`src/t0pbe_pkg.sv`:
```
// Package for the T=0 procedure byte engine: codes, widths, limits and the
// configuration and result structs shared by the engine's modules.
// No dependencies.
package t0pbe_pkg;

    localparam int RESP_BUF_BYTES = 258;

    localparam int CFG_IDX_W  = 2;
    localparam int CFG_DATA_W = 9;

    localparam logic [CFG_IDX_W-1:0] REG_INS_CODE     = 2'd0;
    localparam logic [CFG_IDX_W-1:0] REG_APDU_CASE    = 2'd1;
    localparam logic [CFG_IDX_W-1:0] REG_TRANSFER_LEN = 2'd2;
    localparam logic [CFG_IDX_W-1:0] REG_RESP_LIMIT   = 2'd3;

    localparam logic [1:0] CASE_NO_DATA   = 2'd1;
    localparam logic [1:0] CASE_FROM_CARD = 2'd2;
    localparam logic [1:0] CASE_TO_CARD   = 2'd3;

    localparam logic ACT_START = 1'b0;
    localparam logic ACT_BYTE  = 1'b1;

    localparam logic [1:0] SEND_NONE = 2'd0;
    localparam logic [1:0] SEND_ONE  = 2'd1;
    localparam logic [1:0] SEND_ALL  = 2'd2;

    localparam logic [7:0] ACK_MASK   = 8'hFE;
    localparam logic [7:0] NULL_BYTE  = 8'h60;
    localparam logic [7:0] NIBBLE_HI  = 8'hF0;
    localparam logic [7:0] SW1_6X     = 8'h60;
    localparam logic [7:0] SW1_9X     = 8'h90;

    localparam logic [8:0] RESP_LIMIT_RST = 9'd258;
    localparam logic [8:0] MIN_LIMIT      = 9'd2;
    localparam logic [8:0] STATUS_BYTES   = 9'd2;
    localparam logic [8:0] RCV_MAX        = 9'd511;

    typedef enum logic [2:0] {
        PH_IDLE   = 3'd0,
        PH_PROC   = 3'd1,
        PH_SINGLE = 3'd2,
        PH_SW2    = 3'd3,
        PH_BULK   = 3'd4
    } t_phase;

    typedef struct packed {
        logic [7:0] ins_code;
        logic [1:0] apdu_case;
        logic [7:0] transfer_len;
        logic [8:0] resp_limit;
    } t_cfg;

    typedef struct packed {
        logic [1:0] send_kind;
        logic [7:0] send_index;
        logic [7:0] send_count;
        logic       resp_write;
        logic [8:0] resp_index;
        logic [7:0] resp_byte;
        logic       done_res;
        logic       fail;
        logic [8:0] resp_len;
    } t_result;

endpackage

```
`src/t0pbe_cfg_regs.sv`:
```
// Configuration register file of the T=0 procedure byte engine.
// Depends on t0pbe_pkg.
module t0pbe_cfg_regs (
    input  logic                              i_clk,
    input  logic                              i_rst_n,
    input  logic                              i_cfg_we,
    input  logic [t0pbe_pkg::CFG_IDX_W-1:0]   i_cfg_idx,
    input  logic [t0pbe_pkg::CFG_DATA_W-1:0]  i_cfg_data,
    output t0pbe_pkg::t_cfg                   o_cfg
);
    import t0pbe_pkg::*;

    t_cfg r_cfg;
    t_cfg n_cfg;

    always_comb begin
        n_cfg = r_cfg;
        if (i_cfg_we) begin
            unique case (i_cfg_idx)
                REG_INS_CODE:     n_cfg.ins_code     = i_cfg_data[7:0];
                REG_APDU_CASE:    n_cfg.apdu_case    = i_cfg_data[1:0];
                REG_TRANSFER_LEN: n_cfg.transfer_len = i_cfg_data[7:0];
                REG_RESP_LIMIT:   n_cfg.resp_limit   = i_cfg_data[8:0];
                default:          n_cfg = r_cfg;
            endcase
        end
    end

    always_ff @(posedge i_clk) begin
        if (!i_rst_n) begin
            r_cfg.ins_code     <= '0;
            r_cfg.apdu_case    <= CASE_NO_DATA;
            r_cfg.transfer_len <= '0;
            r_cfg.resp_limit   <= RESP_LIMIT_RST;
        end else begin
            r_cfg <= n_cfg;
        end
    end

    assign o_cfg = r_cfg;

endmodule

```
`src/t0pbe_core.sv`:
```
// Procedure byte classification, exchange state and counters; produces the
// result of each accepted transaction combinationally. Depends on t0pbe_pkg.
module t0pbe_core (
    input  logic               i_clk,
    input  logic               i_rst_n,
    input  logic               i_take,
    input  logic               i_action,
    input  logic [7:0]         i_card_byte,
    input  t0pbe_pkg::t_cfg    i_cfg,
    output t0pbe_pkg::t_result o_res
);
    import t0pbe_pkg::*;

    t_phase     r_phase, n_phase;
    logic [8:0] r_rcv,   n_rcv;
    logic [7:0] r_sent,  n_sent;
    logic [8:0] r_bulk,  n_bulk;

    logic [10:0] lim_wide;
    logic [8:0]  lim_clamp;
    logic [8:0]  eff_lim;
    logic [8:0]  kept;
    logic [8:0]  status_base;
    logic        data_slot;
    logic [8:0]  rcv_inc;
    logic        is_ack, is_inv, is_null, is_sw1;
    logic        to_card, from_card;
    logic        over_send, overrun;
    logic [8:0]  len9;

    assign lim_wide  = (11'(i_cfg.resp_limit) > 11'(RESP_BUF_BYTES)) ?
                       11'(RESP_BUF_BYTES) : 11'(i_cfg.resp_limit);
    assign lim_clamp = lim_wide[8:0];
    assign eff_lim   = (lim_clamp < MIN_LIMIT) ? MIN_LIMIT : lim_clamp;
    assign kept      = eff_lim - STATUS_BYTES;
    assign data_slot = r_rcv < kept;
    assign status_base = data_slot ? r_rcv : kept;
    assign rcv_inc   = (r_rcv < RCV_MAX) ? r_rcv + 9'd1 : r_rcv;

    assign is_ack  = (i_card_byte & ACK_MASK) == (i_cfg.ins_code & ACK_MASK);
    assign is_inv  = ((~i_card_byte) & ACK_MASK) == (i_cfg.ins_code & ACK_MASK);
    assign is_null = i_card_byte == NULL_BYTE;
    assign is_sw1  = ((i_card_byte & NIBBLE_HI) == SW1_6X) ||
                     ((i_card_byte & NIBBLE_HI) == SW1_9X);

    assign to_card   = i_cfg.apdu_case == CASE_TO_CARD;
    assign from_card = i_cfg.apdu_case == CASE_FROM_CARD;
    assign len9      = {1'b0, i_cfg.transfer_len};
    assign over_send = r_sent >= i_cfg.transfer_len;
    assign overrun   = r_rcv > len9;

    // next state and counters
    always_comb begin
        n_phase = r_phase;
        n_rcv   = r_rcv;
        n_sent  = r_sent;
        n_bulk  = r_bulk;
        if (i_take) begin
            if (i_action == ACT_START) begin
                n_phase = PH_PROC;
                n_rcv   = '0;
                n_sent  = '0;
                n_bulk  = '0;
            end else begin
                unique case (r_phase)
                    PH_IDLE: ;
                    PH_PROC: begin
                        if (is_ack) begin
                            if (to_card) begin
                                if (over_send) n_phase = PH_IDLE;
                                else           n_sent  = i_cfg.transfer_len;
                            end else if (from_card) begin
                                if (overrun) begin
                                    n_phase = PH_IDLE;
                                end else begin
                                    n_bulk  = len9 - r_rcv + STATUS_BYTES;
                                    n_phase = PH_BULK;
                                end
                            end else begin
                                n_phase = PH_IDLE;
                            end
                        end else if (is_inv) begin
                            if (to_card) begin
                                if (over_send) n_phase = PH_IDLE;
                                else           n_sent  = r_sent + 8'd1;
                            end else if (from_card) begin
                                n_phase = PH_SINGLE;
                            end else begin
                                n_phase = PH_IDLE;
                            end
                        end else if (is_null) begin
                            n_phase = PH_PROC;
                        end else if (is_sw1) begin
                            n_phase = PH_SW2;
                        end
                    end
                    PH_SINGLE: begin
                        n_rcv   = rcv_inc;
                        n_phase = PH_PROC;
                    end
                    PH_SW2: n_phase = PH_IDLE;
                    PH_BULK: begin
                        if (r_bulk > STATUS_BYTES) begin
                            n_rcv  = rcv_inc;
                            n_bulk = r_bulk - 9'd1;
                        end else if (r_bulk == STATUS_BYTES) begin
                            n_bulk = 9'd1;
                        end else begin
                            n_bulk  = '0;
                            n_phase = PH_IDLE;
                        end
                    end
                    default: n_phase = PH_IDLE;
                endcase
            end
        end
    end

    // result of the transaction
    always_comb begin
        o_res = '0;
        if (i_action == ACT_BYTE) begin
            unique case (r_phase)
                PH_IDLE: ;
                PH_PROC: begin
                    if (is_ack || is_inv) begin
                        if (to_card) begin
                            if (over_send) begin
                                o_res.fail = 1'b1;
                            end else begin
                                o_res.send_kind  = is_ack ? SEND_ALL : SEND_ONE;
                                o_res.send_index = r_sent;
                                o_res.send_count = is_ack ?
                                    i_cfg.transfer_len - r_sent : 8'd1;
                            end
                        end else if (from_card) begin
                            o_res.fail = is_ack && overrun;
                        end else begin
                            o_res.fail = 1'b1;
                        end
                    end else if (!is_null && is_sw1) begin
                        o_res.resp_write = 1'b1;
                        o_res.resp_index = status_base;
                        o_res.resp_byte  = i_card_byte;
                    end
                end
                PH_SINGLE: begin
                    o_res.resp_write = data_slot;
                    o_res.resp_index = data_slot ? r_rcv : '0;
                    o_res.resp_byte  = data_slot ? i_card_byte : '0;
                end
                PH_SW2: begin
                    o_res.resp_write = 1'b1;
                    o_res.resp_index = status_base + 9'd1;
                    o_res.resp_byte  = i_card_byte;
                    o_res.done_res   = 1'b1;
                    o_res.resp_len   = status_base + STATUS_BYTES;
                end
                PH_BULK: begin
                    if (r_bulk > STATUS_BYTES) begin
                        o_res.resp_write = data_slot;
                        o_res.resp_index = data_slot ? r_rcv : '0;
                        o_res.resp_byte  = data_slot ? i_card_byte : '0;
                    end else if (r_bulk == STATUS_BYTES) begin
                        o_res.resp_write = 1'b1;
                        o_res.resp_index = status_base;
                        o_res.resp_byte  = i_card_byte;
                    end else begin
                        o_res.resp_write = 1'b1;
                        o_res.resp_index = status_base + 9'd1;
                        o_res.resp_byte  = i_card_byte;
                        o_res.done_res   = 1'b1;
                        o_res.resp_len   = status_base + STATUS_BYTES;
                    end
                end
                default: o_res = '0;
            endcase
        end
    end

    always_ff @(posedge i_clk) begin
        if (!i_rst_n) begin
            r_phase <= PH_IDLE;
            r_rcv   <= '0;
            r_sent  <= '0;
            r_bulk  <= '0;
        end else begin
            r_phase <= n_phase;
            r_rcv   <= n_rcv;
            r_sent  <= n_sent;
            r_bulk  <= n_bulk;
        end
    end

endmodule

```
`src/t0pbe_out_reg.sv`:
```
// Result register of the T=0 procedure byte engine; reloads whenever it is
// empty or being drained. Depends on t0pbe_pkg.
module t0pbe_out_reg (
    input  logic               i_clk,
    input  logic               i_rst_n,
    input  logic               i_load,
    input  t0pbe_pkg::t_result i_res,
    input  logic               i_stall,
    output logic               o_busy,
    output logic               o_valid,
    output t0pbe_pkg::t_result o_res
);
    import t0pbe_pkg::*;

    logic    r_valid;
    t_result r_res;

    assign o_busy = r_valid && i_stall;

    always_ff @(posedge i_clk) begin
        if (!i_rst_n) begin
            r_valid <= 1'b0;
        end else if (!o_busy) begin
            r_valid <= i_load;
        end
    end

    always_ff @(posedge i_clk) begin
        if (i_load && !o_busy) begin
            r_res <= i_res;
        end
    end

    assign o_valid = r_valid;
    assign o_res   = r_res;

endmodule

```
`src/t0_procedure_byte_engine.sv`:
```
// T=0 procedure byte engine, top level. Uses t0pbe_pkg, t0pbe_cfg_regs,
// t0pbe_core and t0pbe_out_reg.
// A result is registered and shown in the cycle after its transaction is accepted.
// Throughput: one transaction per cycle unless i_stall holds the output; the single result register sets it.
// Reset (synchronous, active low): phase idle, counters zero, registers at
// their defaults, output register empty.
module t0_procedure_byte_engine (
    input  logic                              i_clk,
    input  logic                              i_rst_n,
    input  logic                              i_cfg_we,
    input  logic [t0pbe_pkg::CFG_IDX_W-1:0]   i_cfg_idx,
    input  logic [t0pbe_pkg::CFG_DATA_W-1:0]  i_cfg_data,
    input  logic                              i_valid,
    output logic                              o_stall,
    input  logic                              i_action,
    input  logic [7:0]                        i_card_byte,
    output logic                              o_valid,
    input  logic                              i_stall,
    output logic [1:0]                        o_send_kind,
    output logic [7:0]                        o_send_index,
    output logic [7:0]                        o_send_count,
    output logic                              o_resp_write,
    output logic [8:0]                        o_resp_index,
    output logic [7:0]                        o_resp_byte,
    output logic                              o_done_res,
    output logic                              o_fail,
    output logic [8:0]                        o_resp_len
);
    import t0pbe_pkg::*;

    t_cfg    cfg;
    t_result core_res;
    t_result out_res;
    logic    take;

    assign take = i_valid && !o_stall;

    t0pbe_cfg_regs u_cfg (
        .i_clk      (i_clk),
        .i_rst_n    (i_rst_n),
        .i_cfg_we   (i_cfg_we),
        .i_cfg_idx  (i_cfg_idx),
        .i_cfg_data (i_cfg_data),
        .o_cfg      (cfg)
    );

    t0pbe_core u_core (
        .i_clk       (i_clk),
        .i_rst_n     (i_rst_n),
        .i_take      (take),
        .i_action    (i_action),
        .i_card_byte (i_card_byte),
        .i_cfg       (cfg),
        .o_res       (core_res)
    );

    t0pbe_out_reg u_out (
        .i_clk   (i_clk),
        .i_rst_n (i_rst_n),
        .i_load  (i_valid),
        .i_res   (core_res),
        .i_stall (i_stall),
        .o_busy  (o_stall),
        .o_valid (o_valid),
        .o_res   (out_res)
    );

    assign o_send_kind  = out_res.send_kind;
    assign o_send_index = out_res.send_index;
    assign o_send_count = out_res.send_count;
    assign o_resp_write = out_res.resp_write;
    assign o_resp_index = out_res.resp_index;
    assign o_resp_byte  = out_res.resp_byte;
    assign o_done_res   = out_res.done_res;
    assign o_fail       = out_res.fail;
    assign o_resp_len   = out_res.resp_len;

endmodule

```
`config.mk`:
```
export PLATFORM = sky130hd
export DESIGN_NAME = t0_procedure_byte_engine
export DESIGN_NICKNAME = d
export VERILOG_FILES = /design/src/t0pbe_pkg.sv /design/src/t0pbe_cfg_regs.sv /design/src/t0pbe_core.sv /design/src/t0pbe_out_reg.sv /design/src/t0_procedure_byte_engine.sv
export SDC_FILE = /design/constraint.sdc
export NUM_CORES = 1
export LEC_CHECK = 0
export BUFFER_PORTS_ARGS = -buffer_cell sky130_fd_sc_hd__buf_4
export CELL_PAD_IN_SITES_DETAIL_PLACEMENT = 1
export CELL_PAD_IN_SITES_GLOBAL_PLACEMENT = 1
export CORE_MARGIN = 4
export CORE_UTILIZATION = 45
export DETAILED_ROUTE_END_ITERATION = 8
export GPL_TIMING_DRIVEN = 0
export PLACE_DENSITY = 0.77
export SLEW_MARGIN = 0
export SYNTH_ARGS = -nofsm -noshare
export SYNTH_HDL_FRONTEND = slang
export SYNTH_SLANG_ARGS = --single-unit
```
`constraint.sdc`:
```
create_clock -name i_clk -period 6.7 [get_ports i_clk]
set_input_delay 2.01 -clock i_clk [delete_from_list [all_inputs] [get_ports i_clk]]
set_output_delay 2.01 -clock i_clk [all_outputs]
set_load 0.01 [all_outputs]
```
# After elaboration in Yosys (flattened, before gate mapping)
# Index checks and enable logic that the tools add are counted.
op_classes:
  n_addsub: 9
  n_lt_le_gt_ge: 7
  n_eq_ne: 32
  mux: 55
  n_bitwise: 6
  reduce_logical: 21
op_table:
  columns: ["cell", "count"]
  rows:
  - ["$mux 9", 15]
  - ["$mux 8", 9]
  - ["$pmux 18 s4", 1]
  - ["$mux 18", 3]
  - ["$pmux 9 s2", 3]
  - ["$mux 3", 12]
  - ["$ne 3x3->1 const B", 8]
  - ["$add 9x1->9 const B", 2]
  - ["$add 9x2->9 const B", 2]
  - ["$mux 17", 1]
  - ["$eq 7x7->1", 2]
  - ["$pmux 3 s4", 1]
  - ["$eq 9x2->1 const B", 1]
  - ["$gt 9x2->1 const B", 1]
  - ["$gt 9x8->1", 1]
  - ["$gt 9x9->1 const B", 1]
  - ["$lt 9x2->1 const B", 1]
  - ["$lt 9x9->1", 1]
  - ["$lt 9x9->1 const B", 1]
  - ["$ne 3x1->1 const B", 3]
  - ["$ne 3x2->1 const B", 3]
  - ["$sub 8x9->9", 1]
  - ["$sub 9x1->9 const B", 1]
  - ["$sub 9x2->9 const B", 1]
  - ["31 further kinds", 55]
word_totals:
  regBits: 104
  in_bits: 25
  out_inout_bits: 49
  wordCells: 149

# Depth between registers and ports, before layout
# Gate-level depths: netlist (run 1).
logic_depth:
  ltp_word: 11
  depth_mapped: 27

# Hierarchy
# A second synthesis (run 1) with hierarchy kept.
hier_totals:
  cells_unflattened: 830
  hier_area_um2: 7241.9
modules_own_cells:
  columns: ["mod", "n_inst", "cells_per_inst", "area_per_inst_um2", "seq_area_each_um2"]
  rows:
  - ["t0pbe_core", 1, 673, 4734.5, 580.6]
  - ["t0pbe_out_reg", 1, 51, 1453.9, 1431.4]
  - ["t0pbe_cfg_regs", 1, 105, 1039.7, 540.5]
  - ["t0_procedure_byte_engine", 1, 1, 13.8, 0.0]

# Worst setup path before layout (run 1)
# No wires, ideal clock.
synth_timing:
  path_kind: "register to register"
  start: "register u_cfg.r_cfg, in the netlist u_cfg.o_cfg[4]"
  end: "register u_out.r_res, in the netlist u_out.o_res[26], data pin"
  setup_ps: 272
  arrival_time_ps: 5240
  required_ps: 6428
  path_slack_ps: 1188
  path_stages_with_launch: 26
  synth_period_minus_slack_ps: 5512
  path_cell_list: "dfxtp_1 -> buf_6 -> or4_1 -> buf_2 -> o31a_1 -> nor3_1 -> ha_1 -> o21ai_0 -> o21ai_1 -> inv_1 -> ha_1 -> and4_1 -> a21oi_1 -> and2_4 -> buf_6 -> buf_2 -> nand2_1 -> nand2_1 -> ha_1 -> clkbuf_1 -> nor4b_1 -> nand4_1 -> xnor2_1 -> a211o_1 -> nand3_1 -> a31oi_1"
synth_between:
  elab_chain_len: 11
synth_lines:
  columns: ["item", "line", "text"]
  rows:
  - ["start, declared", "t0pbe_cfg_regs.sv:13", "t_cfg r_cfg;"]
  - ["start signal, assigned", "t0pbe_cfg_regs.sv:36", "r_cfg <= n_cfg;"]
  - ["$gt 9x9->1", "t0pbe_core.sv:31", "assign lim_wide = (11'(i_cfg.resp_limit) > 11'(RESP_BUF_BYTES)) ?"]
  - ["$mux 9 (*)", "t0pbe_core.sv:31", null]
  - ["$lt 9x2->1", "t0pbe_core.sv:34", "assign eff_lim = (lim_clamp < MIN_LIMIT) ? MIN_LIMIT : lim_clamp;"]
  - ["$mux 9 (*)", "t0pbe_core.sv:34", null]
  - ["$sub 9x2->9 (*)", "t0pbe_core.sv:35", "assign kept = eff_lim - STATUS_BYTES;"]
  - ["$lt 9x9->1", "t0pbe_core.sv:36", "assign data_slot = r_rcv < kept;"]
  - ["$mux 9", "t0pbe_core.sv:37", "assign status_base = data_slot ? r_rcv : kept;"]
  - ["$add 9x1->9", "t0pbe_core.sv:154, t0pbe_core.sv:170", null]
  - ["$mux 17", "t0pbe_core.sv:164", "end else if (r_bulk == STATUS_BYTES) begin"]
  - ["$mux 18", "t0pbe_core.sv:160", "if (r_bulk > STATUS_BYTES) begin"]
  - ["$pmux 18 s4 (*)", "t0pbe_core.sv:123", "unique case (r_phase)"]
  - ["end signal, assigned", "t0pbe_out_reg.sv:30", "r_res <= i_res;"]
  - ["end, declared", "t0pbe_out_reg.sv:16", "t_result r_res;"]
# Mark *: on every way between the ends. The rest lies on a longest branch, timed or not.
# A chain may end at the register's enable or synchronous reset.

# Worst setup path after layout (run 1)
layout_timing:
  start: "register u_cfg.r_cfg, in the netlist u_cfg.o_cfg[5]"
  end: "register u_out.r_res, in the netlist u_out.o_res[26], data pin"
# Same word-level chain as after synthesis.

==> results of run 1 <==
-- cell families after synthesis --
family,synth area share
and+or+nand+nor,0.2206
DFF,0.3675
xor gates and xnor gates,0.06354
AOI/OAI and AO/OA,0.1792
muxes,0.02905
buffers and inverters,0.04793
adders and majority gates,0.09223
-- final timing paths --
path / to / depth (start not counted)
setup reg to reg: u_out.o_res[26] / 25
hold reg to reg: u_core.r_sent[5] / 2
setup / recovery: u_out.o_res[26] / 25
hold / removal: u_core.r_sent[5] / 2
-- power by group --
group	internal (mW)	total (mW)	switching, mW
clock network	0.270	0.555	0.285
logic	0.106	0.280	0.173
registers	0.677	0.694	0.0175
total	1.05	1.53	0.476
-- per-stage QoR --
| stage | utilization | power (mW) | setup TNS [ps] | hold slack (ps) | area, um2 |
|---|---|---|---|---|---|
| after floorplan | - | 0.8779 | 0 | 444.7 | 6892 |
| after global placement | 0.5188 | 0.9679 | -383.8 | 458.6 | 7655 |
| after detailed placement | 0.5202 | 0.9807 | -787.8 | 464.8 | 7675 |
| after CTS | 0.5415 | 1.535 | 0 | 476.7 | 7989 |
| after global routing | 0.5430 | 1.598 | 0 | 496.3 | 8011 |
| final | 0.5430 | 1.529 | 0 | 479.4 | 8011 |
-- sequential cells by signal (all words and copies together) (netlist names) --
register	flops
u_cfg.o_cfg	26
u_core.r_bulk	9
u_core.r_phase	3
u_core.r_rcv	9
u_core.r_sent	8
u_out.o_res	47
u_out.o_valid	1
-- worst max-delay path: stages (launching register included) --
cell and delay [ps]:
dfxtp_1 300, buf_2 150, or4_1 490, buf_2 170
o31a_1 270, nor3_4 270, ha_1 320, o21ai_0 150
o21ai_2 220, inv_1 190, ha_1 310, and4_1 240
nand2_1 100, a41o_1 290, nand2_1 110, buf_2 240
buf_2 280, nor2_1 90, a21oi_1 190, ha_2 360
nor4b_1 380, nand4_1 160, xnor2_1 230, a211o_1 320
nand3_1 90, a31oi_1 100
-- what timing repair did --
| action | 4_1_cts | 5_1_grt |
|---|---|---|
| hold endpoints to repair | 0 | 0 |
| pin swaps | 0 | 0 |
| endpoints found under the setup margin | 2 | 3 |
| gates cloned | 0 | 0 |
| resized for setup | 2 | 5 |
-- placed cells by master (no fill, tap or decap), drive strengths merged, types with 6 or more instances in the layout --
cell / instances
and2: 24
a21oi: 60
xnor2: 37
dfxtp: 56
nand2: 89
inv: 47
and3: 9
mux2i: 20
buf: 85
clkbuf: 32
nor2b: 8
o21ai: 29
o211ai: 10
o21a: 7
edfxtp: 47
or3: 8
o22ai: 11
nand4: 13
nand3: 30
nor4: 6
xor2: 13
o32ai: 6
nor3: 22
nand2b: 8
ha: 46
a31oi: 15
nor2: 64
-- routing by layer --
metal  wire, um  vias to the layer above  part of all wire
met4        443                        0             0.019
li1           -                     3051                 -
met3       1572                       33             0.067
met5          0                        -                 0
met2      10840                      248              0.46
met1      10680                     3204              0.45
-- cell type report --
cell class,count,area (um2)
Clock buffer,9,225.2
Timing Repair Buffer,72,553.0
Clock inverter,7,83.83
Buffer,36,157.7
Multi-Input combinational cell,610,4060
Sequential cell,103,2532
Tap cell,184,230.2
Inverter,45,168.9
Fill cell,1771,6743
==> impl_metrics.env, run 1 <==
export IMPL_dr_pass1_iters=6
export IMPL_grt_pass1_vias=6738
export IMPL_cp_start_kind="register"
export IMPL_cp_required_ps=6790
export IMPL_hp_class="register to register"
export IMPL_routedWlPerCell_um=22.07
export IMPL_drive_above_1_share=0.1327
export IMPL_rows=44
export IMPL_skew_ps=8.919
export IMPL_cts_max_level=3
export IMPL_grt_max_degree=30
export IMPL_route_detailed_drc=0
export IMPL_via_count=6536
export IMPL_cts_root_buf="clkbuf_16"
export IMPL_dieHeight_um=131.8
export IMPL_yosysMostFrequentCell="nand2_1"
export IMPL_num_antenna_cells=0
export IMPL_finalCritPeriodShare=0.9451
export IMPL_cts_setup_buffers=0
export IMPL_dp_cells=1051
export IMPL_slew_viol_final=0
export IMPL_synth_avg_cell_area_um2=8.669
export IMPL_slew_headroom=0.3410
export IMPL_hold_viol=0
export IMPL_power_per_cell_area_nw_per_um2=190.8
export IMPL_arrival_ps=6420
export IMPL_drv_cap=0
export IMPL_synthCells=795
export IMPL_crit_path_start="u_cfg.o_cfg[5]"
export IMPL_cp_end_kind="register"
export IMPL_status="complete, no violations"
export IMPL_synth_edf_count=47
export IMPL_clkLatencyLatePin_ps=370
export IMPL_cts_clk_slew_worst_paths_ps=80
export IMPL_numCtsBuffers=9
export IMPL_grt_pass1_wl_um=37690
export IMPL_area_growth_pct=16.25
export IMPL_core_um2=14750
export IMPL_holdBufCountCts=0
export IMPL_synth_seq_cells=103
export IMPL_viasPerCell=6.131
export IMPL_yosys_top_cells_count="nand2_1, nor2_1, a21oi_1"
export IMPL_final_cells=1066
export IMPL_setup_ws_ps=368.1
export IMPL_setup_viol=0
export IMPL_routed_wl_um=23530
export IMPL_synth_seq_area_share=0.3675
export IMPL_dp_hpwl_um=17700
export IMPL_grtUsageMet1=0.3756
export IMPL_timing_fmax_mhz=157.9
export IMPL_nNetsFinal=951
export IMPL_die_w_um=131.8
export IMPL_synth_area_leaders="edfxtp_1, dfxtp_1, ha_1"
export IMPL_busiest_layer="met2"
export IMPL_grt_use_met3=0.05496
export IMPL_reg2reg_slack_ps=370
export IMPL_die_area_um2=17360
export IMPL_cts_tree="built"
export IMPL_grt_usage=0.2718
export IMPL_synth_async_reset_ratio=0
export IMPL_rr_startpoint="u_cfg.o_cfg[5]"
export IMPL_drt_first_iter_violations=645
export IMPL_cts_sinks=103
export IMPL_ios=74
export IMPL_post_route_min_period_ps=6332
export IMPL_syn_num_nets=869
export IMPL_dp_slack_ps=-433.0
export IMPL_gp_congestion=0.9743
export IMPL_synth_top_cell_by_area="edfxtp_1"
export IMPL_netlist_area_um2=6892
export IMPL_port_buffers=71
export IMPL_criticalPathCategory="register to register"
export IMPL_leakage_nw=3.133
export IMPL_vdd_drop_max_uv=197.0
export IMPL_cts_buffer_depth=2
export IMPL_grt_setup_unrepaired="false"
export IMPL_synth_ff_type="dfxtp_1"
export IMPL_grt_ovfl_total=0
export IMPL_ys_warn_count=0
export IMPL_antenna_found_initial=0
export IMPL_postRouteAntennaNets=0
export IMPL_yosysTopAreaCellShare=0.2048
export IMPL_use_met2=0.4367
export IMPL_cp_max_fo=10
export IMPL_synth_cell_type_count=71
export IMPL_initial_core_util=0.4671
export IMPL_tightest_slew_ps=975.7
export IMPL_worstHoldStart="u_core.r_sent[5]"
No activity file was read; power rests on OpenSTA's default activity.
==> inputs of run 2 (changes only) <==
--- a/config.mk
+++ b/config.mk
@@ -9,10 +9,10 @@
 export CELL_PAD_IN_SITES_DETAIL_PLACEMENT = 1
 export CELL_PAD_IN_SITES_GLOBAL_PLACEMENT = 1
 export CORE_MARGIN = 4
-export CORE_UTILIZATION = 45
+export CORE_UTILIZATION = 30
 export DETAILED_ROUTE_END_ITERATION = 8
 export GPL_TIMING_DRIVEN = 0
-export PLACE_DENSITY = 0.77
+export PLACE_DENSITY = 0.54
 export SLEW_MARGIN = 0
 export SYNTH_ARGS = -nofsm -noshare
 export SYNTH_HDL_FRONTEND = slang
==> constraint.sdc (replaced) <==
create_clock -name i_clk -period 6 [get_ports i_clk]
set_input_delay 1.8 -clock i_clk [delete_from_list [all_inputs] [get_ports i_clk]]
set_output_delay 1.8 -clock i_clk [all_outputs]
set_load 0.01 [all_outputs]
==> run 2 against run 1 <==
Wire length increased by 4.6%. Sequential cell count unchanged. First-iteration DRC count decreased by 38%. Maximum frequency increased by 12%. Cell count increased by 9.8%. Setup slack got worse by 18 ps. Combinational power increased by 14%. Non-clock buffer count increased by 3. Register-to-register slack got worse by 20 ps. Critical path depth unchanged. Largest cell class unchanged.
==> impl_metrics.env, run 2 (same netlist as run 1, synthesis figures left out) <==
export IMPL_status="complete, no violations"
export IMPL_slowest_stage="or4_1"
export IMPL_final_cells=1170
export IMPL_totalPowerFinal_mw=1.722
export IMPL_final_common_cell="nand2_1"
export IMPL_grt_setup_unrepaired="false"
export IMPL_route_detailed_drc=0
export IMPL_slew_headroom=0.2793
export IMPL_antenna_found_initial=0
export IMPL_num_antenna_cells=0
export IMPL_cp_start_kind="register"
export IMPL_dp_slack_ps=-1167
export IMPL_cts_max_level=3
export IMPL_n_fill_cell=2647
export IMPL_cts_buffer_depth=2
export IMPL_dieHeight_um=159.6
export IMPL_dpl_cell_area_um2=7801
export IMPL_dp_cells=1152
export IMPL_port_buffers=71
export IMPL_cp_end_kind="register"
export IMPL_timing_fmax_mhz=177.0
export IMPL_cp_top_family="simple AND/OR/NAND/NOR gates"
export IMPL_postRouteAntennaNets=0
export IMPL_critPathBufInv=5
export IMPL_dr_pass1_iters=5
export IMPL_fin_area_um2=8255
export IMPL_seq_area_um2=2532
export IMPL_die_area_um2=25460
export IMPL_slew_viol_final=0
export IMPL_grt_pass1_vias=6752
export IMPL_power_per_cell_area_nw_per_um2=208.6
export IMPL_cp_max_fo=10
export IMPL_tightest_slew_ps=1078
export IMPL_routedWlPerCell_um=21.03
export IMPL_via_count=6443
export IMPL_skew_ps=14.70
export IMPL_drv_cap=0
export IMPL_cts_tree="built"
export IMPL_final_cell_mix="nand2_1, buf_4, nor2_1"
export IMPL_critPathMaxStageDelay_ps=490
export IMPL_drive_above_1_share=0.1469
export IMPL_hold_viol=0
export IMPL_numCtsBuffers=9
export IMPL_grt_pass1_wl_um=38810
export IMPL_core_um2=22640
export IMPL_multi_input_area_um2=4139
export IMPL_leakage_nw=3.189
export IMPL_crit_top_cell="nand2_1"
export IMPL_gp_congestion=0.8471
export IMPL_grt_usage=0.1909
export IMPL_area_growth_pct=19.79
export IMPL_clkLatencyLatePin_ps=360
export IMPL_die_w_um=159.6
export IMPL_largest_reg_flops=47
export IMPL_vdd_drop_max_uv=131.0
export IMPL_cts_root_buf="clkbuf_16"
export IMPL_cts_clk_slew_worst_paths_ps=90
export IMPL_cts_sinks=103
export IMPL_grt_max_degree=29
export IMPL_dp_hpwl_um=18810
export IMPL_nNetsFinal=954
export IMPL_rows=55
export IMPL_grt_ovfl_total=0
export IMPL_hp_class="register to register"
export IMPL_setup_viol=0
export IMPL_initial_core_util=0.3044
export IMPL_finalCritPeriodShare=0.9416
export IMPL_routed_wl_um=24610
export IMPL_viasPerCell=5.507
export IMPL_drt_first_iter_violations=400
export IMPL_ios=74
export IMPL_setup_ws_ps=350.4
export IMPL_arrival_ps=5750
export IMPL_criticalPathCategory="register to register"
export IMPL_cp_required_ps=6100
export IMPL_post_route_min_period_ps=5650
export IMPL_worst_hold_slack_ps=493.2
==> run 2: worst min-delay path: stages, from the launching register on <==
cell and delay (ps):
dfxtp_1 330, nand2_1 60, a21oi_1 60
==> run 2: report_power, final <==
part	switching, mW	internal, mW
clock	0.325	0.303
combinational	0.195	0.123
sequential	0.0202	0.756
total	0.540	1.18
==> run 2: layer usage <==
layer / part of all wire / up-vias / GRT usage
li1: - / 3053 / -
met1: 0.47 / 3209 / 0.2648
met2: 0.47 / 155 / 0.3133
met3: 0.049 / 26 / 0.02925
met4: 0.013 / 0 / 0.04615
met5: 0 / - / 0
==> run 2: area by class of cell <==
type / count / share of cell area
flip-flops and latches: 103 / 0.3068
well taps: 285 / 0.04319
plain buffers: 35 / 0.01925
multi-input cells: 610 / 0.5014
inverters: 45 / 0.02046
clock buffers: 9 / 0.02728
clock inverters: 7 / 0.01106
repair buffers: 76 / 0.07063
==> run 2: through the flow <==
stage / setup TNS, ps / util
floorplan: 0 / -
global placement: -4015 / 0.3437
global route: 0 / 0.3646
detailed placement: -4748 / 0.3446
CTS: 0 / 0.3619
finish: 0 / 0.3646
==> run 2: final timing paths <==
check	from	endpoint	slack [ps]	cells past startpoint
worst max-delay path	u_cfg.o_cfg[5]	u_out.o_res[26]	350	25
worst min-delay path	u_core.r_sent[5]	u_core.r_sent[5]	490	2
worst max register to register	u_cfg.o_cfg[5]	u_out.o_res[26]	350	25
worst min register to register	u_core.r_sent[5]	u_core.r_sent[5]	490	2
==> run 2: timing repair <==
action | 4_1_cts | 5_1_grt
hold buffers | 0 | 0
resized for setup | 12 | 13
setup buffers | 2 | 2
pin swaps | 2 | 2
endpoints found under the setup margin | 9 | 3
